### src/hdl/imu_fall_detector_macros.svh
// Assertion macros for the fall detector.
`ifndef IMU_FALL_DETECTOR_MACROS_SVH
`define IMU_FALL_DETECTOR_MACROS_SVH
`ifndef SYNTHESIS
`define FD_ASSERT(label, prop, msg) \
	label: assert property (@(posedge clk) disable iff (!arst_n) (prop)) else $error(msg);
`define FD_ASSERT_NEVER(label, prop, msg) \
	label: assert property (@(posedge clk) disable iff (!arst_n) !(prop)) else $error(msg);
`else
`define FD_ASSERT(label, prop, msg)
`define FD_ASSERT_NEVER(label, prop, msg)
`endif
`endif

### src/hdl/imufd_pkg.sv
package imufd_pkg;
	localparam int WINDOW_LEN_DEF = 20;
	localparam int AXIS_W = 16;
	localparam int THR_W = 16;
	localparam int LIM_W = 7;
	localparam int CFG_W = 16;
	localparam int IDX_W = 3;
	localparam logic [THR_W-1:0] ACCEL_THR_RST = 16'd4000;
	localparam logic [THR_W-1:0] GYRO_THR_RST = 16'd1500;
	localparam logic [LIM_W-1:0] ACCEL_LIM_RST = 7'd5;
	localparam logic [LIM_W-1:0] GYRO_LIM_RST = 7'd3;
	localparam logic [THR_W-1:0] QUIET_RST = 16'd400;
	localparam logic [15:0] TICK_MAX = 16'hFFFF;

	typedef enum logic [IDX_W-1:0] {
		REG_ACCEL_THR = 3'd0,
		REG_GYRO_THR = 3'd1,
		REG_ACCEL_LIM = 3'd2,
		REG_GYRO_LIM = 3'd3,
		REG_QUIET = 3'd4
	} cfg_reg_t;

	typedef enum logic [5:0] {
		ST_IDLE = 6'b000001,
		ST_SQ = 6'b000010,
		ST_ROOT = 6'b000100,
		ST_WR = 6'b001000,
		ST_SCAN = 6'b010000,
		ST_DEC = 6'b100000
	} state_t;
endpackage

### src/hdl/imu_fall_detector.sv
// The block takes one sample at a time: a new input beat is accepted only in the idle
// state, after the previous result has been issued. The window scan reads the
// window memory one entry per cycle, and the two square roots are found bit by bit together.
// A stalled result beat holds the decision step, and with it the next input beat.
// Reset is asynchronous and active low; it clears the control state, the window valid bits
// and the configuration registers to their default values.
`include "imu_fall_detector_macros.svh"
module imu_fall_detector #(
	parameter int WINDOW_LEN = imufd_pkg::WINDOW_LEN_DEF
) (
	input  logic clk,
	input  logic arst_n,
	input  logic cfg_wen,
	input  logic [imufd_pkg::IDX_W-1:0] cfg_index,
	input  logic [imufd_pkg::CFG_W-1:0] cfg_wdata,
	input  logic s_tvalid,
	output logic s_tready,
	// accel_x, accel_y, accel_z, gyro_x, gyro_y, gyro_z
	input  logic [95:0] s_tdata,
	output logic m_tvalid,
	input  logic m_tready,
	// fall_alarm, fall_candidate, zero fill
	output logic [7:0] m_tdata
);
	localparam int AW = (WINDOW_LEN > 1) ? $clog2(WINDOW_LEN) : 1;
	localparam int CW = $clog2(WINDOW_LEN + 1);
	localparam logic [AW-1:0] LAST_POS = AW'(WINDOW_LEN - 1);
	localparam logic [CW-1:0] SCAN_END = CW'(WINDOW_LEN);

	imufd_pkg::state_t state_q;
	logic [15:0] accel_thr_q, gyro_thr_q, quiet_q;
	logic [6:0] accel_lim_q, gyro_lim_q;

	logic [95:0] axes_q;
	logic [2:0] sq_cnt_q;
	logic [31:0] prod_q, sum_a_q, sum_g_q;
	logic [31:0] rem_a_q, rem_g_q, res_a_q, res_g_q, bit_q;
	logic [3:0] it_q;
	logic [15:0] prev_a_q, prev_g_q;
	logic [AW-1:0] wp_q;
	logic [WINDOW_LEN-1:0] valid_q;
	logic [31:0] mem [WINDOW_LEN];
	logic [31:0] rd_data_s1;
	logic rd_en_s1, rd_vld_s1;
	logic [CW-1:0] scan_q, acnt_q, gcnt_q;
	logic held_q;
	logic [15:0] ticks_q;

	logic [15:0] axis_sel;
	logic [16:0] axis_abs;
	logic [33:0] axis_sq;
	logic [31:0] try_a, try_g;
	logic [15:0] mag_a, mag_g, diff_a, diff_g;
	logic cand, held_n, alarm, out_free;
	logic [15:0] ticks_n;

	assign s_tready = (state_q == imufd_pkg::ST_IDLE);
	assign out_free = !m_tvalid || m_tready;

	always_comb begin
		axis_sel = (sq_cnt_q < 3'd6) ? axes_q[sq_cnt_q*16 +: 16] : 16'd0;
		axis_abs = axis_sel[15] ? (17'd0 - {1'b1, axis_sel}) : {1'b0, axis_sel};
		axis_sq = {17'd0, axis_abs} * {17'd0, axis_abs};
		try_a = res_a_q + bit_q;
		try_g = res_g_q + bit_q;
		mag_a = res_a_q[15:0];
		mag_g = res_g_q[15:0];
		diff_a = (mag_a > prev_a_q) ? mag_a - prev_a_q : prev_a_q - mag_a;
		diff_g = (mag_g > prev_g_q) ? mag_g - prev_g_q : prev_g_q - mag_g;
		cand = (7'(acnt_q) > accel_lim_q) && (7'(gcnt_q) > gyro_lim_q);
		held_n = cand || held_q;
		if (cand) begin
			ticks_n = 16'd0;
		end else if (ticks_q != imufd_pkg::TICK_MAX) begin
			ticks_n = ticks_q + 16'd1;
		end else begin
			ticks_n = ticks_q;
		end
		alarm = held_n && (ticks_n > quiet_q);
	end

	always_ff @(posedge clk or negedge arst_n) begin
		if (!arst_n) begin
			accel_thr_q <= imufd_pkg::ACCEL_THR_RST;
			gyro_thr_q <= imufd_pkg::GYRO_THR_RST;
			accel_lim_q <= imufd_pkg::ACCEL_LIM_RST;
			gyro_lim_q <= imufd_pkg::GYRO_LIM_RST;
			quiet_q <= imufd_pkg::QUIET_RST;
		end else if (cfg_wen) begin
			unique case (cfg_index)
				imufd_pkg::REG_ACCEL_THR: accel_thr_q <= cfg_wdata;
				imufd_pkg::REG_GYRO_THR: gyro_thr_q <= cfg_wdata;
				imufd_pkg::REG_ACCEL_LIM: accel_lim_q <= cfg_wdata[6:0];
				imufd_pkg::REG_GYRO_LIM: gyro_lim_q <= cfg_wdata[6:0];
				imufd_pkg::REG_QUIET: quiet_q <= cfg_wdata;
				default: ;
			endcase
		end
	end

	always_ff @(posedge clk) begin
		if (state_q == imufd_pkg::ST_WR) begin
			mem[wp_q] <= {diff_g, diff_a};
		end
		rd_data_s1 <= mem[scan_q[AW-1:0]];
		rd_vld_s1 <= valid_q[scan_q[AW-1:0]];
	end

	always_ff @(posedge clk or negedge arst_n) begin
		if (!arst_n) begin
			state_q <= imufd_pkg::ST_IDLE;
			axes_q <= '0;
			sq_cnt_q <= '0;
			prod_q <= '0;
			sum_a_q <= '0;
			sum_g_q <= '0;
			rem_a_q <= '0;
			rem_g_q <= '0;
			res_a_q <= '0;
			res_g_q <= '0;
			bit_q <= '0;
			it_q <= '0;
			prev_a_q <= '0;
			prev_g_q <= '0;
			wp_q <= '0;
			valid_q <= '0;
			rd_en_s1 <= 1'b0;
			scan_q <= '0;
			acnt_q <= '0;
			gcnt_q <= '0;
			held_q <= 1'b0;
			ticks_q <= '0;
			m_tvalid <= 1'b0;
			m_tdata <= '0;
		end else begin
			if (m_tvalid && m_tready && (state_q != imufd_pkg::ST_DEC)) begin
				m_tvalid <= 1'b0;
			end
			unique case (state_q)
				imufd_pkg::ST_IDLE: begin
					if (s_tvalid) begin
						axes_q <= s_tdata;
						sq_cnt_q <= '0;
						sum_a_q <= '0;
						sum_g_q <= '0;
						state_q <= imufd_pkg::ST_SQ;
					end
				end
				imufd_pkg::ST_SQ: begin
					prod_q <= axis_sq[31:0];
					if (sq_cnt_q >= 3'd1 && sq_cnt_q <= 3'd3) begin
						sum_a_q <= sum_a_q + prod_q;
					end else if (sq_cnt_q >= 3'd4) begin
						sum_g_q <= sum_g_q + prod_q;
					end
					sq_cnt_q <= sq_cnt_q + 3'd1;
					if (sq_cnt_q == 3'd6) begin
						rem_a_q <= sum_a_q;
						rem_g_q <= sum_g_q + prod_q;
						res_a_q <= '0;
						res_g_q <= '0;
						bit_q <= 32'h4000_0000;
						it_q <= '0;
						state_q <= imufd_pkg::ST_ROOT;
					end
				end
				imufd_pkg::ST_ROOT: begin
					if (rem_a_q >= try_a) begin
						rem_a_q <= rem_a_q - try_a;
						res_a_q <= (res_a_q >> 1) + bit_q;
					end else begin
						res_a_q <= res_a_q >> 1;
					end
					if (rem_g_q >= try_g) begin
						rem_g_q <= rem_g_q - try_g;
						res_g_q <= (res_g_q >> 1) + bit_q;
					end else begin
						res_g_q <= res_g_q >> 1;
					end
					bit_q <= bit_q >> 2;
					it_q <= it_q + 4'd1;
					if (it_q == 4'd15) begin
						state_q <= imufd_pkg::ST_WR;
					end
				end
				imufd_pkg::ST_WR: begin
					valid_q[wp_q] <= 1'b1;
					prev_a_q <= mag_a;
					prev_g_q <= mag_g;
					wp_q <= (wp_q == LAST_POS) ? '0 : wp_q + AW'(1);
					scan_q <= '0;
					acnt_q <= '0;
					gcnt_q <= '0;
					rd_en_s1 <= 1'b0;
					state_q <= imufd_pkg::ST_SCAN;
				end
				imufd_pkg::ST_SCAN: begin
					if (rd_en_s1 && rd_vld_s1) begin
						if (rd_data_s1[15:0] > accel_thr_q) begin
							acnt_q <= acnt_q + CW'(1);
						end
						if (rd_data_s1[31:16] > gyro_thr_q) begin
							gcnt_q <= gcnt_q + CW'(1);
						end
					end
					if (scan_q != SCAN_END) begin
						scan_q <= scan_q + CW'(1);
						rd_en_s1 <= 1'b1;
					end else begin
						rd_en_s1 <= 1'b0;
						if (!rd_en_s1) begin
							state_q <= imufd_pkg::ST_DEC;
						end
					end
				end
				imufd_pkg::ST_DEC: begin
					if (out_free) begin
						if (cand) begin
							valid_q <= '0;
						end
						held_q <= alarm ? 1'b0 : held_n;
						ticks_q <= alarm ? 16'd0 : ticks_n;
						m_tvalid <= 1'b1;
						m_tdata <= {6'd0, cand, alarm};
						state_q <= imufd_pkg::ST_IDLE;
					end
				end
				default: state_q <= imufd_pkg::ST_IDLE;
			endcase
		end
	end

	`FD_ASSERT_NEVER(a_alarm_with_cand, m_tvalid && m_tdata[0] && m_tdata[1], "alarm and candidate together")
	`FD_ASSERT(a_result_from_dec, $rose(m_tvalid) |-> $past(state_q == imufd_pkg::ST_DEC), "result outside decision")
	`FD_ASSERT(a_accept_starts, (s_tvalid && s_tready) |=> (state_q == imufd_pkg::ST_SQ), "accepted beat not started")
	`FD_ASSERT(a_scan_bound, (state_q == imufd_pkg::ST_SCAN) |-> (scan_q <= SCAN_END), "scan ran past window")
endmodule

### config.mk
export PLATFORM = sky130hd
export DESIGN_NAME = imu_fall_detector
export DESIGN_NICKNAME = d
export VERILOG_FILES = /design/src/hdl/imufd_pkg.sv /design/src/hdl/imu_fall_detector.sv
export VERILOG_INCLUDE_DIRS = /design/src /design/src/hdl
export SDC_FILE = /design/constraint.sdc
export NUM_CORES = 2
export LEC_CHECK = 0
export ABC_AREA = 1
export BUFFER_PORTS_ARGS = -buffer_cell sky130_fd_sc_hd__buf_4
export CAP_MARGIN = 20
export CORE_UTILIZATION = 41
export DETAILED_ROUTE_END_ITERATION = 8
export GPL_TIMING_DRIVEN = 1
export SLEW_MARGIN = 20
export SYNTH_ARGS = -nofsm -noshare
export SYNTH_HDL_FRONTEND = slang
export SYNTH_SLANG_ARGS = --single-unit
### constraint.sdc
create_clock -name clk -period 9.35 [get_ports clk]
set_input_delay 0.935 -clock clk [delete_from_list [all_inputs] [get_ports clk]]
set_output_delay 0.935 -clock clk [all_outputs]
set_load 0.005 [all_outputs]
==> summary.md <==
| Metric | Value |
|---|---|
| Worst-skew pair later-pin latency | 0.78 ns |
| HPWL Detailed | 152.3 mm |
| Setup bufs post-CTS | 0 |
| Max FO, Critical Path | 31 |
| CTS max path bufs | 3 |
| Crit. End Element | flip-flop |
| Die area | 180100 sq um |
| Fmax | 119.8 MHz |
| Reg clk slew, reported paths | ~0.06 ns |
| Rows | 154 |
| Pins Over Slew Limit | 0 |
| Core area | 176700 sq um |
| Vias in the first global route | approximately 58000 |
| I/O Pins | 130 |
| Final #Nets | 9411 |
| Startpoint Class | flip-flop |
| GRT busiest layer | met2 |
| R2R depth | 33 |
| GR Layer Usage met2 | around 40% |
| Largest stage delay on the critical path | 0.67 ns |
| Relative slew slack | 27.33% |
| Area grow syn2layout | 10.84% |
| First-pass GRT wire length | 339.7 mm |
| Post-CTS Hold Buffers | 0 |
| Top_reg_cell synth | edfxtp_1 |
| Reg area | 32500 sq um |
| Die Span Y | 424.4 microns |
| CP required | between 9 and 10 ns |
| Fillers | 17130 |
| Post-CTS Resized | 0 |
| TritonCTS clock tree | yes |
| Grt ovf | 0 |
| Footprint of the multi-input gates | 35820 sq um |
| H-tree depth | 4 |
| Arrival @ worst endpoint | 8.99 ns |
| Initial antenna violation count | 0 |
| Class of the worst hold path | input pin to async pin |
| Root Buffer | clkbuf_16 |
| Largest net degree at the start of global routing | 164 |
| Synth cell types | 59 |
| Synthesis-stage register bit count | 1176 |
| Post-route DRC | 0 |
| Most frequent CP cell | fa_1 |
| Die Wd | 424.4 microns |
| Initial DRC Count | about 5200 |
| CP max stage cell | dfrtp_2 |
| TritonCTS buffer count | roughly 130 |
| Setup repair after global routing missed its margin | false |
| Top-area cell type share of the netlist area | between 20% and 30% |
| Via count | 60190 |
| Pre-Repair DR Iteration Count | 6 |
| Final Setup Violations | 0 |
| R2r endpoint | prod_q[26] |
| Status | complete, no violations |
| # port buffers | around 120 |
| RR Startpoint | sq_cnt_q[0] |
| Number of routed nets with antenna violations | 0 |
| Max-cap violations | 0 |
| Routed len/inst | 19.74 microns |
| Post-Syn Area | 73150 sq um |
| Layout Skew | between 0.05 and 0.06 ns |
| Top-count cell post-synth | nand2_1 |
| Worst-Margin Slew | 1.090 ns |
| GR Util met1 | 33.28% |
| Final Hold Fails | 0 |
| Reg2reg setup slack | 1.00 ns |
| Post-synth top cells | 1878 x nand2_1, 980 x inv_1, 974 x o21ai_0, 880 x nor2_1, 640 x edfxtp_1 |
| Post-synthesis area per instance | roughly 8.5 sq um |
| Initial Util | around two fifths |
| Crit share post-route | 89.29% |
| Cell taking the most area after synthesis | edfxtp_1 |
| Post-synthesis sequential area ratio | around 44% |
| GR Util met3 | around 2.9% |
| Fraction of layout cells with a size suffix above 1 | 6.242% |
| WS Path Type | flip-flop to flip-flop |
| GRT Resource Usage Total | 24.15% |
| Mapped Cells | 8629 |
| Synth area leaders | edfxtp_1 26%, dfrtp_1 16%, nand2_1 9.6%, ha_1 7.3%, o21ai_0 6.7% |
| Ys async rst share | 42.77% |
| EDFF count, synth | 640 |
| Ys Warns | 0 |
| Routability cong. | 0.9434 |
| WL final | ~220 mm |
| Mean number of vias per cell | 5.413 |
| Sink Count | 1176 |
| Final min period | between 8 and 9 ns |
| Post-Route Setup TNS | 0 ns |
==> worst max path at each step <==
stage                     start  slack (ns)  cells past startpoint         end
global route        sq_cnt_q[0]        0.47                     33  prod_q[26]
finish              sq_cnt_q[0]        1.00                     33  prod_q[26]
CTS                 sq_cnt_q[0]        1.02                     33  prod_q[26]
floorplan           sq_cnt_q[0]        2.05                     35  prod_q[26]
global placement    sq_cnt_q[0]        1.11                     33  prod_q[26]
detailed placement  sq_cnt_q[0]        1.06                     33  prod_q[26]
==> kinds of logic after synthesis <==
| group | after synthesis | synth area share, % |
|---|---|---|
| flip-flops | 1176 | 44.42 |
| XOR/XNOR | 210 | 2.602 |
| AND/OR/NAND/NOR | 3377 | 18.86 |
| multiplexers | 1 | 0.01368 |
| adder cells (fa/ha/maj) | 623 | 12.65 |
| buffers and inverters | 1328 | 7.049 |
| AO/OA/AOI/OAI | 1912 | 14.40 |
| other | 2 | 0.01027 |
==> worst max-delay path, delay by kind of cell, from the launching register on <==
family                   cells  cell delay, ns
AO/OA/AOI/OAI                5            0.90
XOR/XNOR                     1            0.20
adder cells (fa/ha/maj)      8            3.69
buffers and inverters        7            1.17
flip-flops                   1            0.67
AND/OR/NAND/NOR             12            1.57
==> cells in the final DEF, fill, tap and decap left out, types with 194 or more instances in the layout <==
cell / Yosys / layout
a21oi_1: 439 / 439
dfrtp_1: 482 / 479
edfxtp_1: 640 / 640
fa_1: 194 / 194
ha_1: 429 / 429
inv_1: 980 / 976
nand2_1: 1878 / 1875
nand3_1: 349 / 347
nor2_1: 880 / 866
o21ai_0: 974 / 971
o22ai_1: 222 / 222
==> metrics by stage <==
step / cell area [sq um] / worst slack, ns / std cells / hold WS (ns) / utilization [%]
after floorplan: 73290 / 2.046 / 8667 / 0.4334 / -
after global placement: 76490 / 1.108 / 10870 / 0.4577 / 43.29
after detailed placement: 76510 / 1.059 / 10870 / 0.4606 / 43.30
after CTS: 81060 / 1.015 / 11120 / 0.1220 / 45.87
after global routing: 81070 / 0.4749 / 11120 / 0.1612 / 45.88
final: 81070 / 1.001 / 11120 / 0.1257 / 45.88
==> area by class of cell <==
cell class                      instances  area share (%)
Sequential cell                      1176           40.09
Clock inverter                         65           1.012
Clock buffer                          181           4.590
Tap cell                             2340           3.611
Timing Repair Buffer                  189           1.846
Multi-Input combinational cell       6163           44.18
Inverter                             1005           4.667
Antenna cell                            1        0.003087
==> layer usage <==
layer  part of all wire (%)  wire length (microns)  up-vias
li1                       -                      -    28970
met1                     45                  97870    29120
met2                     47                 103200     1784
met3                    5.6                  12200      320
met4                    2.8                   6193        0
met5                      0                      0        -
==> state kept, by name, summed over array words and instances (netlist names), 20 cells and up <==
register	count
mem	640
axes_q	96
rd_data_s1	32
rem_a_q	32
rem_g_q	32
res_a_q	32
res_g_q	32
sum_a_q	32
sum_g_q	32
prod_q	31
valid_q	20
Power is left out: the tool's default activity adds up to more than one toggle a clock period on the data nets, which glitch-free logic cannot reach.
